File: src/hdl/spl_pkg.sv
package spl_pkg;

	// field widths
	localparam int VAL_W    = 32;
	localparam int CMD_W    = 2;
	localparam int STATUS_W = 2;
	localparam int POS_W    = 4;
	localparam int COUNT_W  = 5;

	// command codes
	localparam logic [CMD_W-1:0] CMD_INSERT = 2'd0;
	localparam logic [CMD_W-1:0] CMD_REMOVE = 2'd1;
	localparam logic [CMD_W-1:0] CMD_SEARCH = 2'd2;
	localparam logic [CMD_W-1:0] CMD_NOP    = 2'd3;

	// status codes
	localparam logic [STATUS_W-1:0] ST_OK       = 2'd0;
	localparam logic [STATUS_W-1:0] ST_EMPTY    = 2'd1;
	localparam logic [STATUS_W-1:0] ST_FULL     = 2'd2;
	localparam logic [STATUS_W-1:0] ST_NOTFOUND = 2'd3;

	// control broadcast to every cell of the row
	typedef struct packed {
		logic             ins;
		logic             rem;
		logic [VAL_W-1:0] key;
	} cell_ctl_t;

endpackage

File: src/hdl/spl_cell.sv
module spl_cell (
	input  logic                       clk,
	input  spl_pkg::cell_ctl_t         ctl,
	input  logic                       occ,
	input  logic [spl_pkg::VAL_W-1:0]  left_entry,
	input  logic                       left_less,
	input  logic [spl_pkg::VAL_W-1:0]  right_entry,
	output logic [spl_pkg::VAL_W-1:0]  entry,
	output logic                       less,
	output logic                       hit
);

	logic [spl_pkg::VAL_W-1:0] entry_q;

	// local compare against the broadcast key
	assign less  = occ && ($signed(entry_q) < $signed(ctl.key));
	assign hit   = left_less && !less && occ && (entry_q == ctl.key);
	assign entry = entry_q;

	// insert: stay, take the key at the insert point, or shift right
	// remove: take the right neighbor's word
	always_ff @(posedge clk) begin
		if (ctl.ins) begin
			if (!less) begin
				entry_q <= left_less ? ctl.key : left_entry;
			end
		end else if (ctl.rem) begin
			entry_q <= right_entry;
		end
	end

endmodule

File: src/hdl/sorted_priority_list_core.sv
// Sorted priority list: holds up to DEPTH signed 32-bit values in ascending
// order in a row of compare-and-shift cells. cmd 0 inserts value ahead of
// the first stored value that is not smaller (full status when the list is
// full), cmd 1 removes and returns the smallest value (empty status when
// empty), cmd 2 returns the position of the first stored value equal to
// value (not-found status otherwise), cmd 3 does nothing. Every word in
// gives exactly one word out, carrying the count after the operation.
// One operation is accepted per cycle unless in_stall holds the input while
// the output is stalled: all cells compare against the key and shift in the
// same cycle. At the edge that accepts a word the cells update and the
// capture stage takes its command and flag; status and position are then
// encoded into the output register when it loads. position is cut to 4
// bits when DEPTH exceeds 16, entry_count to 5 bits when DEPTH exceeds 31.
module sorted_priority_list_core #(
	parameter int DEPTH = 16
) (
	input  logic                                 clk,
	input  logic                                 arst_n,
	input  logic                                 in_valid,
	output logic                                 in_stall,
	input  logic [spl_pkg::CMD_W-1:0]            cmd,
	input  logic signed [spl_pkg::VAL_W-1:0]     value,
	output logic                                 out_valid,
	input  logic                                 out_stall,
	output logic [spl_pkg::STATUS_W-1:0]         status,
	output logic [spl_pkg::POS_W-1:0]            position,
	output logic signed [spl_pkg::VAL_W-1:0]     removed_value,
	output logic [spl_pkg::COUNT_W-1:0]          entry_count
);

	localparam int CW = $clog2(DEPTH + 1);
	localparam logic [CW-1:0] DEPTH_C = CW'(DEPTH);
	localparam logic [spl_pkg::COUNT_W-1:0] DEPTH_TRUNC = spl_pkg::COUNT_W'(DEPTH);

	logic                          in_acc;
	logic                          full;
	logic                          empty;
	logic [CW-1:0]                 cnt_q;
	logic [CW-1:0]                 cnt_nxt;
	spl_pkg::cell_ctl_t            ctl;

	logic [spl_pkg::VAL_W-1:0]     entry_w [DEPTH];
	logic [DEPTH-1:0]              less_w;
	logic [DEPTH-1:0]              hit_w;
	logic [DEPTH-1:0]              occ_w;

	logic                          s1_vld_q;
	logic [spl_pkg::CMD_W-1:0]     cmd_s1;
	logic                          flag_s1;
	logic [DEPTH-1:0]              hit_s1;
	logic [spl_pkg::VAL_W-1:0]     removed_s1;
	logic [CW-1:0]                 cnt_s1;
	logic [CW+spl_pkg::COUNT_W-1:0] cnt_ext;

	logic                          out_load;
	logic                          out_vld_q;
	logic [spl_pkg::STATUS_W-1:0]  status_q;
	logic [spl_pkg::POS_W-1:0]     pos_q;
	logic [spl_pkg::VAL_W-1:0]     removed_q;
	logic [spl_pkg::COUNT_W-1:0]   count_q;
	logic [spl_pkg::STATUS_W-1:0]  status_nxt;
	logic [spl_pkg::POS_W-1:0]     pos_nxt;

	// handshake between input, capture stage and output register
	assign out_load = s1_vld_q && (!out_vld_q || !out_stall);
	assign in_stall = s1_vld_q && !out_load;
	assign in_acc   = in_valid && !in_stall;

	// command decode against the current count
	assign full  = (cnt_q == DEPTH_C);
	assign empty = (cnt_q == '0);
	assign ctl.ins = in_acc && (cmd == spl_pkg::CMD_INSERT) && !full;
	assign ctl.rem = in_acc && (cmd == spl_pkg::CMD_REMOVE) && !empty;
	assign ctl.key = value;

	always_comb begin
		cnt_nxt = cnt_q;
		if (ctl.ins) begin
			cnt_nxt = cnt_q + CW'(1);
		end else if (ctl.rem) begin
			cnt_nxt = cnt_q - CW'(1);
		end
	end

	// row of cells
	for (genvar i = 0; i < DEPTH; i++) begin : g_cell
		logic [spl_pkg::VAL_W-1:0] left_entry;
		logic                      left_less;
		logic [spl_pkg::VAL_W-1:0] right_entry;

		assign occ_w[i] = (cnt_q > CW'(i));

		if (i == 0) begin : g_first
			assign left_entry = ctl.key;
			assign left_less  = 1'b1;
		end else begin : g_mid
			assign left_entry = entry_w[i-1];
			assign left_less  = less_w[i-1];
		end

		if (i == DEPTH - 1) begin : g_last
			assign right_entry = '0;
		end else begin : g_inner
			assign right_entry = entry_w[i+1];
		end

		spl_cell u_cell (
			.clk         (clk),
			.ctl         (ctl),
			.occ         (occ_w[i]),
			.left_entry  (left_entry),
			.left_less   (left_less),
			.right_entry (right_entry),
			.entry       (entry_w[i]),
			.less        (less_w[i]),
			.hit         (hit_w[i])
		);
	end

	// count and stage valids
	always_ff @(posedge clk or negedge arst_n) begin
		if (!arst_n) begin
			cnt_q     <= '0;
			s1_vld_q  <= 1'b0;
			out_vld_q <= 1'b0;
		end else begin
			cnt_q <= cnt_nxt;
			if (in_acc) begin
				s1_vld_q <= 1'b1;
			end else if (out_load) begin
				s1_vld_q <= 1'b0;
			end
			if (out_load) begin
				out_vld_q <= 1'b1;
			end else if (!out_stall) begin
				out_vld_q <= 1'b0;
			end
		end
	end

	// capture stage: command, full/empty flag, match vector, head word, count
	always_ff @(posedge clk) begin
		if (in_acc) begin
			cmd_s1     <= cmd;
			flag_s1    <= (cmd == spl_pkg::CMD_INSERT) ? full : empty;
			hit_s1     <= (cmd == spl_pkg::CMD_SEARCH) ? hit_w : '0;
			removed_s1 <= ctl.rem ? entry_w[0] : '0;
			cnt_s1     <= cnt_nxt;
		end
	end

	// status and position encode
	always_comb begin
		pos_nxt = '0;
		for (int i = 0; i < DEPTH; i++) begin
			pos_nxt = pos_nxt | (hit_s1[i] ? spl_pkg::POS_W'(i) : '0);
		end
		status_nxt = spl_pkg::ST_OK;
		unique case (cmd_s1)
			spl_pkg::CMD_INSERT: status_nxt = flag_s1 ? spl_pkg::ST_FULL : spl_pkg::ST_OK;
			spl_pkg::CMD_REMOVE: status_nxt = flag_s1 ? spl_pkg::ST_EMPTY : spl_pkg::ST_OK;
			spl_pkg::CMD_SEARCH: status_nxt = (|hit_s1) ? spl_pkg::ST_OK
			                                            : spl_pkg::ST_NOTFOUND;
			spl_pkg::CMD_NOP:    status_nxt = spl_pkg::ST_OK;
			default:             status_nxt = spl_pkg::ST_OK;
		endcase
	end

	assign cnt_ext = {{spl_pkg::COUNT_W{1'b0}}, cnt_s1};

	// output register
	always_ff @(posedge clk) begin
		if (out_load) begin
			status_q  <= status_nxt;
			pos_q     <= pos_nxt;
			removed_q <= removed_s1;
			count_q   <= cnt_ext[spl_pkg::COUNT_W-1:0];
		end
	end

	assign out_valid     = out_vld_q;
	assign status        = status_q;
	assign position      = pos_q;
	assign removed_value = removed_q;
	assign entry_count   = count_q;

	// at most one cell reports the first match
	a_hit_onehot: assert property (@(posedge clk) disable iff (!arst_n)
		s1_vld_q |-> $onehot0(hit_s1))
		else $error("more than one first-match cell");

	// count stays within the row
	a_cnt_range: assert property (@(posedge clk) disable iff (!arst_n)
		cnt_q <= DEPTH_C)
		else $error("count beyond depth");

	// an accepted insert into a list with room grows the count by one
	a_ins_grow: assert property (@(posedge clk) disable iff (!arst_n)
		(in_acc && cmd == spl_pkg::CMD_INSERT && !full) |=> cnt_q == $past(cnt_q) + CW'(1))
		else $error("insert did not grow count");

	// a full refusal reports a full list
	a_full_cnt: assert property (@(posedge clk) disable iff (!arst_n)
		(out_vld_q && status_q == spl_pkg::ST_FULL) |-> count_q == DEPTH_TRUNC)
		else $error("full status with count below depth");

	// an empty refusal returns nothing and an empty list
	a_empty_out: assert property (@(posedge clk) disable iff (!arst_n)
		(out_vld_q && status_q == spl_pkg::ST_EMPTY) |-> (removed_q == '0 && count_q == '0))
		else $error("empty status with data");

endmodule

File: config.mk
export PLATFORM = sky130hd
export DESIGN_NAME = sorted_priority_list_core
export DESIGN_NICKNAME = d
export VERILOG_FILES = /design/src/hdl/spl_pkg.sv /design/src/hdl/spl_cell.sv /design/src/hdl/sorted_priority_list_core.sv
export SDC_FILE = /design/constraint.sdc
export NUM_CORES = 2
export LEC_CHECK = 0
export BUFFER_PORTS_ARGS = -buffer_cell sky130_fd_sc_hd__buf_2
export CAP_MARGIN = 10
export CORE_UTILIZATION = 35
export CTS_BUF_LIST = sky130_fd_sc_hd__clkbuf_4
export DETAILED_ROUTE_END_ITERATION = 10
export RECOVER_POWER = 25
export SYNTH_ARGS = -nofsm -noshare
export SYNTH_HDL_FRONTEND = slang
export SYNTH_HIERARCHICAL = 1
export SYNTH_SLANG_ARGS = --single-unit
export TNS_END_PERCENT = 50
File: constraint.sdc
create_clock -name clk -period 10.1 [get_ports clk]
set_input_delay 0 -clock clk [delete_from_list [all_inputs] [get_ports clk]]
set_output_delay 0 -clock clk [all_outputs]
set_load 0.01 [all_outputs]
==> results.md <==
* Status: finished, violations left
* Violated checks: max-capacitance violations, max-slew violations
* Ratio of cells with drive above 1 in the final layout at 10.0%
* Cell area after synthesis at 44600 um2
* CP startpoint kind: register
* Pin count of the biggest net entering global routing at 233
* Overflow after GRT at 0
* Leakage at 21.9 nW
* Critical path data arrival time at 6.82 ns
* Clock-pin slew on the worst setup and hold paths at 0.07 ns
* H-tree Lvls at 4
* Worst R2R Setup Slack at 4.04 ns
* Min setup slack post-route at 4.04 ns
* Fin area at 49500 um2
* Antenna violations before repair at 4
* Rows at 130
* Clock power share at 30.0%
* Maximum vdd drop at 0.129 mV
* Final Routed Wirelength at 116 mm
* Pint at 5.32 mW
* 1st-iter DRT viols at 2476
* CP Data Required Time at 10.86 ns
* Final worst-path cycle share at 60.0%
* Yosys Warn Count at 6
* HPWL Detailed at 86.4 mm
* CTS tree: yes
* Vias per cell at 5.21
* Gr usage total at 17.6%
* MaxCap Viol Count at 7
* RSZ-0062 raised after global routing: no
* Clock skew at 0.0678 ns
* Pin slew with the least headroom to its limit at 3.48 ns
* Core Util, Final at 39.3%
* CTS sink cnt at 618
* Initial Util at 35.4%
* Die ar. at 129000 um2
* Vias in the first global route at 33400
* Switch Pwr at 2.77 mW
* Resized Gates After CTS at 0
* Core area at 126000 um2
* Die Ht at 359 um
* Final hold violations at 0
* Wirelength per Cell at 17.7 um
* Area Growth Syn to Fin at 11.0%
* Global-route wire length before repair at 183 mm
* Clock Root Buffer: clkbuf_4
* Syn Area/Cell at 9.78 um2
* Setup TNS at 0 ns
* Routability Congestion at 0.847
* Sw Ratio at 34.2%
* Pwr dens at 163 nW/um2
* Hold/Removal Path Class: input pin to register
* First drt pass iteration count at 6
* Clk_lat worst skew at 1.10 ns
* Synth Instances at 4563
* Hold_buf cts at 43
* Gate power share at 29.0%
* Pre-CTS setup slack at 5.50 ns
* Die W at 359 um
* Worst Setup Path Type: register to register
* PortBufs at 82
* Post-layout min period at 6.06 ns
* # Post-CTS Setup Buffers at 0
* Area after DPL at 47000 um2
* Max Root-Sink Buffers at 3
* CTS Buf Count at 176
* IO Pins at 83
* Sequential share of power at 41.0%
* Post-DRT Antenna Nets at 0
* # DRC at 0
* FMAX at 165 MHz
* Nets at 5312
* Vias at 34100
* Worst setup EP type: register
* Crit-path max FO at 196
* Finish-stage setup viols at 0
* Max-slew headroom at -132%
* Final Max Slew Viols at 417
metrics by stage:
step / instances / hold WS, ns / total power, mW
6_report: 6536 / 0.172 / 8.09
2_1_floorplan: 4594 / -0.296 / 5.03
3_3_place_gp: 6185 / -0.159 / 5.62
4_1_cts: 6531 / 0.0147 / 8.18
5_1_grt: 6534 / 0.117 / 8.57
3_5_place_dp: 6185 / -0.158 / 5.70
final cells by class:
| cell class | instances | area, um2 |
|---|---|---|
| sequential | 618 | 18500 |
| tap | 1650 | 2060 |
| inverter | 534 | 2000 |
| clock buffer | 253 | 1900 |
| multi-input combinational | 3255 | 23500 |
| clock inverter | 50 | 359 |
| fill | 12400 | 76500 |
| timing repair buffer | 171 | 1130 |
| antenna | 5 | 12.5 |
layout by cell type, fill, tap and decap left out, types with 18 or more instances in the layout:
| cell | count |
|---|---|
| a21o_1 | 34 |
| a21oi_1 | 770 |
| and2_1 | 38 |
| buf_2 | 35 |
| buf_4 | 33 |
| clkbuf_1 | 57 |
| clkbuf_4 | 253 |
| clkinv_1 | 28 |
| conb_1 | 33 |
| dlygate4sd3_1 | 43 |
| edfxtp_1 | 611 |
| ha_1 | 518 |
| inv_1 | 533 |
| mux2i_1 | 512 |
| nand2_1 | 140 |
| nand3_1 | 49 |
| nand4_1 | 65 |
| nand4_2 | 31 |
| nor2_1 | 572 |
| nor2b_1 | 18 |
| nor3_1 | 20 |
| nor4_1 | 43 |
| o21ai_0 | 62 |
| o21ai_1 | 32 |
| o21bai_1 | 32 |
| or4_1 | 18 |
critical path: stages, from the launching register on:
cell and delay, ns:
dfrtp_1 0.57, inv_1 0.18, ha_1 0.26, and4bb_2 0.26, nor4_1 0.39, buf_12 0.58
clkbuf_1 2.23, o2111ai_1 0.34, nor4_1 0.39, nor3_2 0.08, buf_4 0.29
state kept, by name, indices dropped and copies added (netlist names):
name	cells
cmd_s1	2
cnt_q	5
cnt_s1	5
entry_count	5
flag_s1	1
g_cell.u_cell/entry	512
hit_s1	16
out_valid	1
position	4
removed_s1	32
removed_value	32
s1_vld_q	1
status	2
per-layer routing:
| layer | up-vias | track usage (%) | wire length, um |
|---|---|---|---|
| li1 | 17100 | - | - |
| met1 | 15900 | 24.4 | 55900 |
| met2 | 868 | 27.7 | 50900 |
| met3 | 223 | 2.29 | 5040 |
| met4 | 0 | 7.40 | 3790 |
| met5 | - | 0 | 0 |
path summary, 6_finish.rpt:
check / from / end / cells past startpoint
hold reg to reg: cnt_s1[4] / entry_count[4] / 0
min in group asynchronous: arst_n / cnt_q[1] / 4
setup / recovery: cnt_q[1] / g_cell[2].u_cell/entry[8] / 10
max in group asynchronous: arst_n / cnt_q[4] / 4
setup reg to reg: cnt_q[1] / g_cell[2].u_cell/entry[8] / 10
hold / removal: out_stall / s1_vld_q / 4
power groups by stage:
stage	Clock (mW)	Combinational [mW]	Sequential [mW]
2_1_floorplan	0	1.73	3.31
3_3_place_gp	0	2.27	3.36
3_5_place_dp	0	2.34	3.36
4_1_cts	2.52	2.35	3.31
5_1_grt	2.63	2.60	3.34
6_report	2.43	2.35	3.32
No activity file was read; power rests on OpenSTA's default activity.
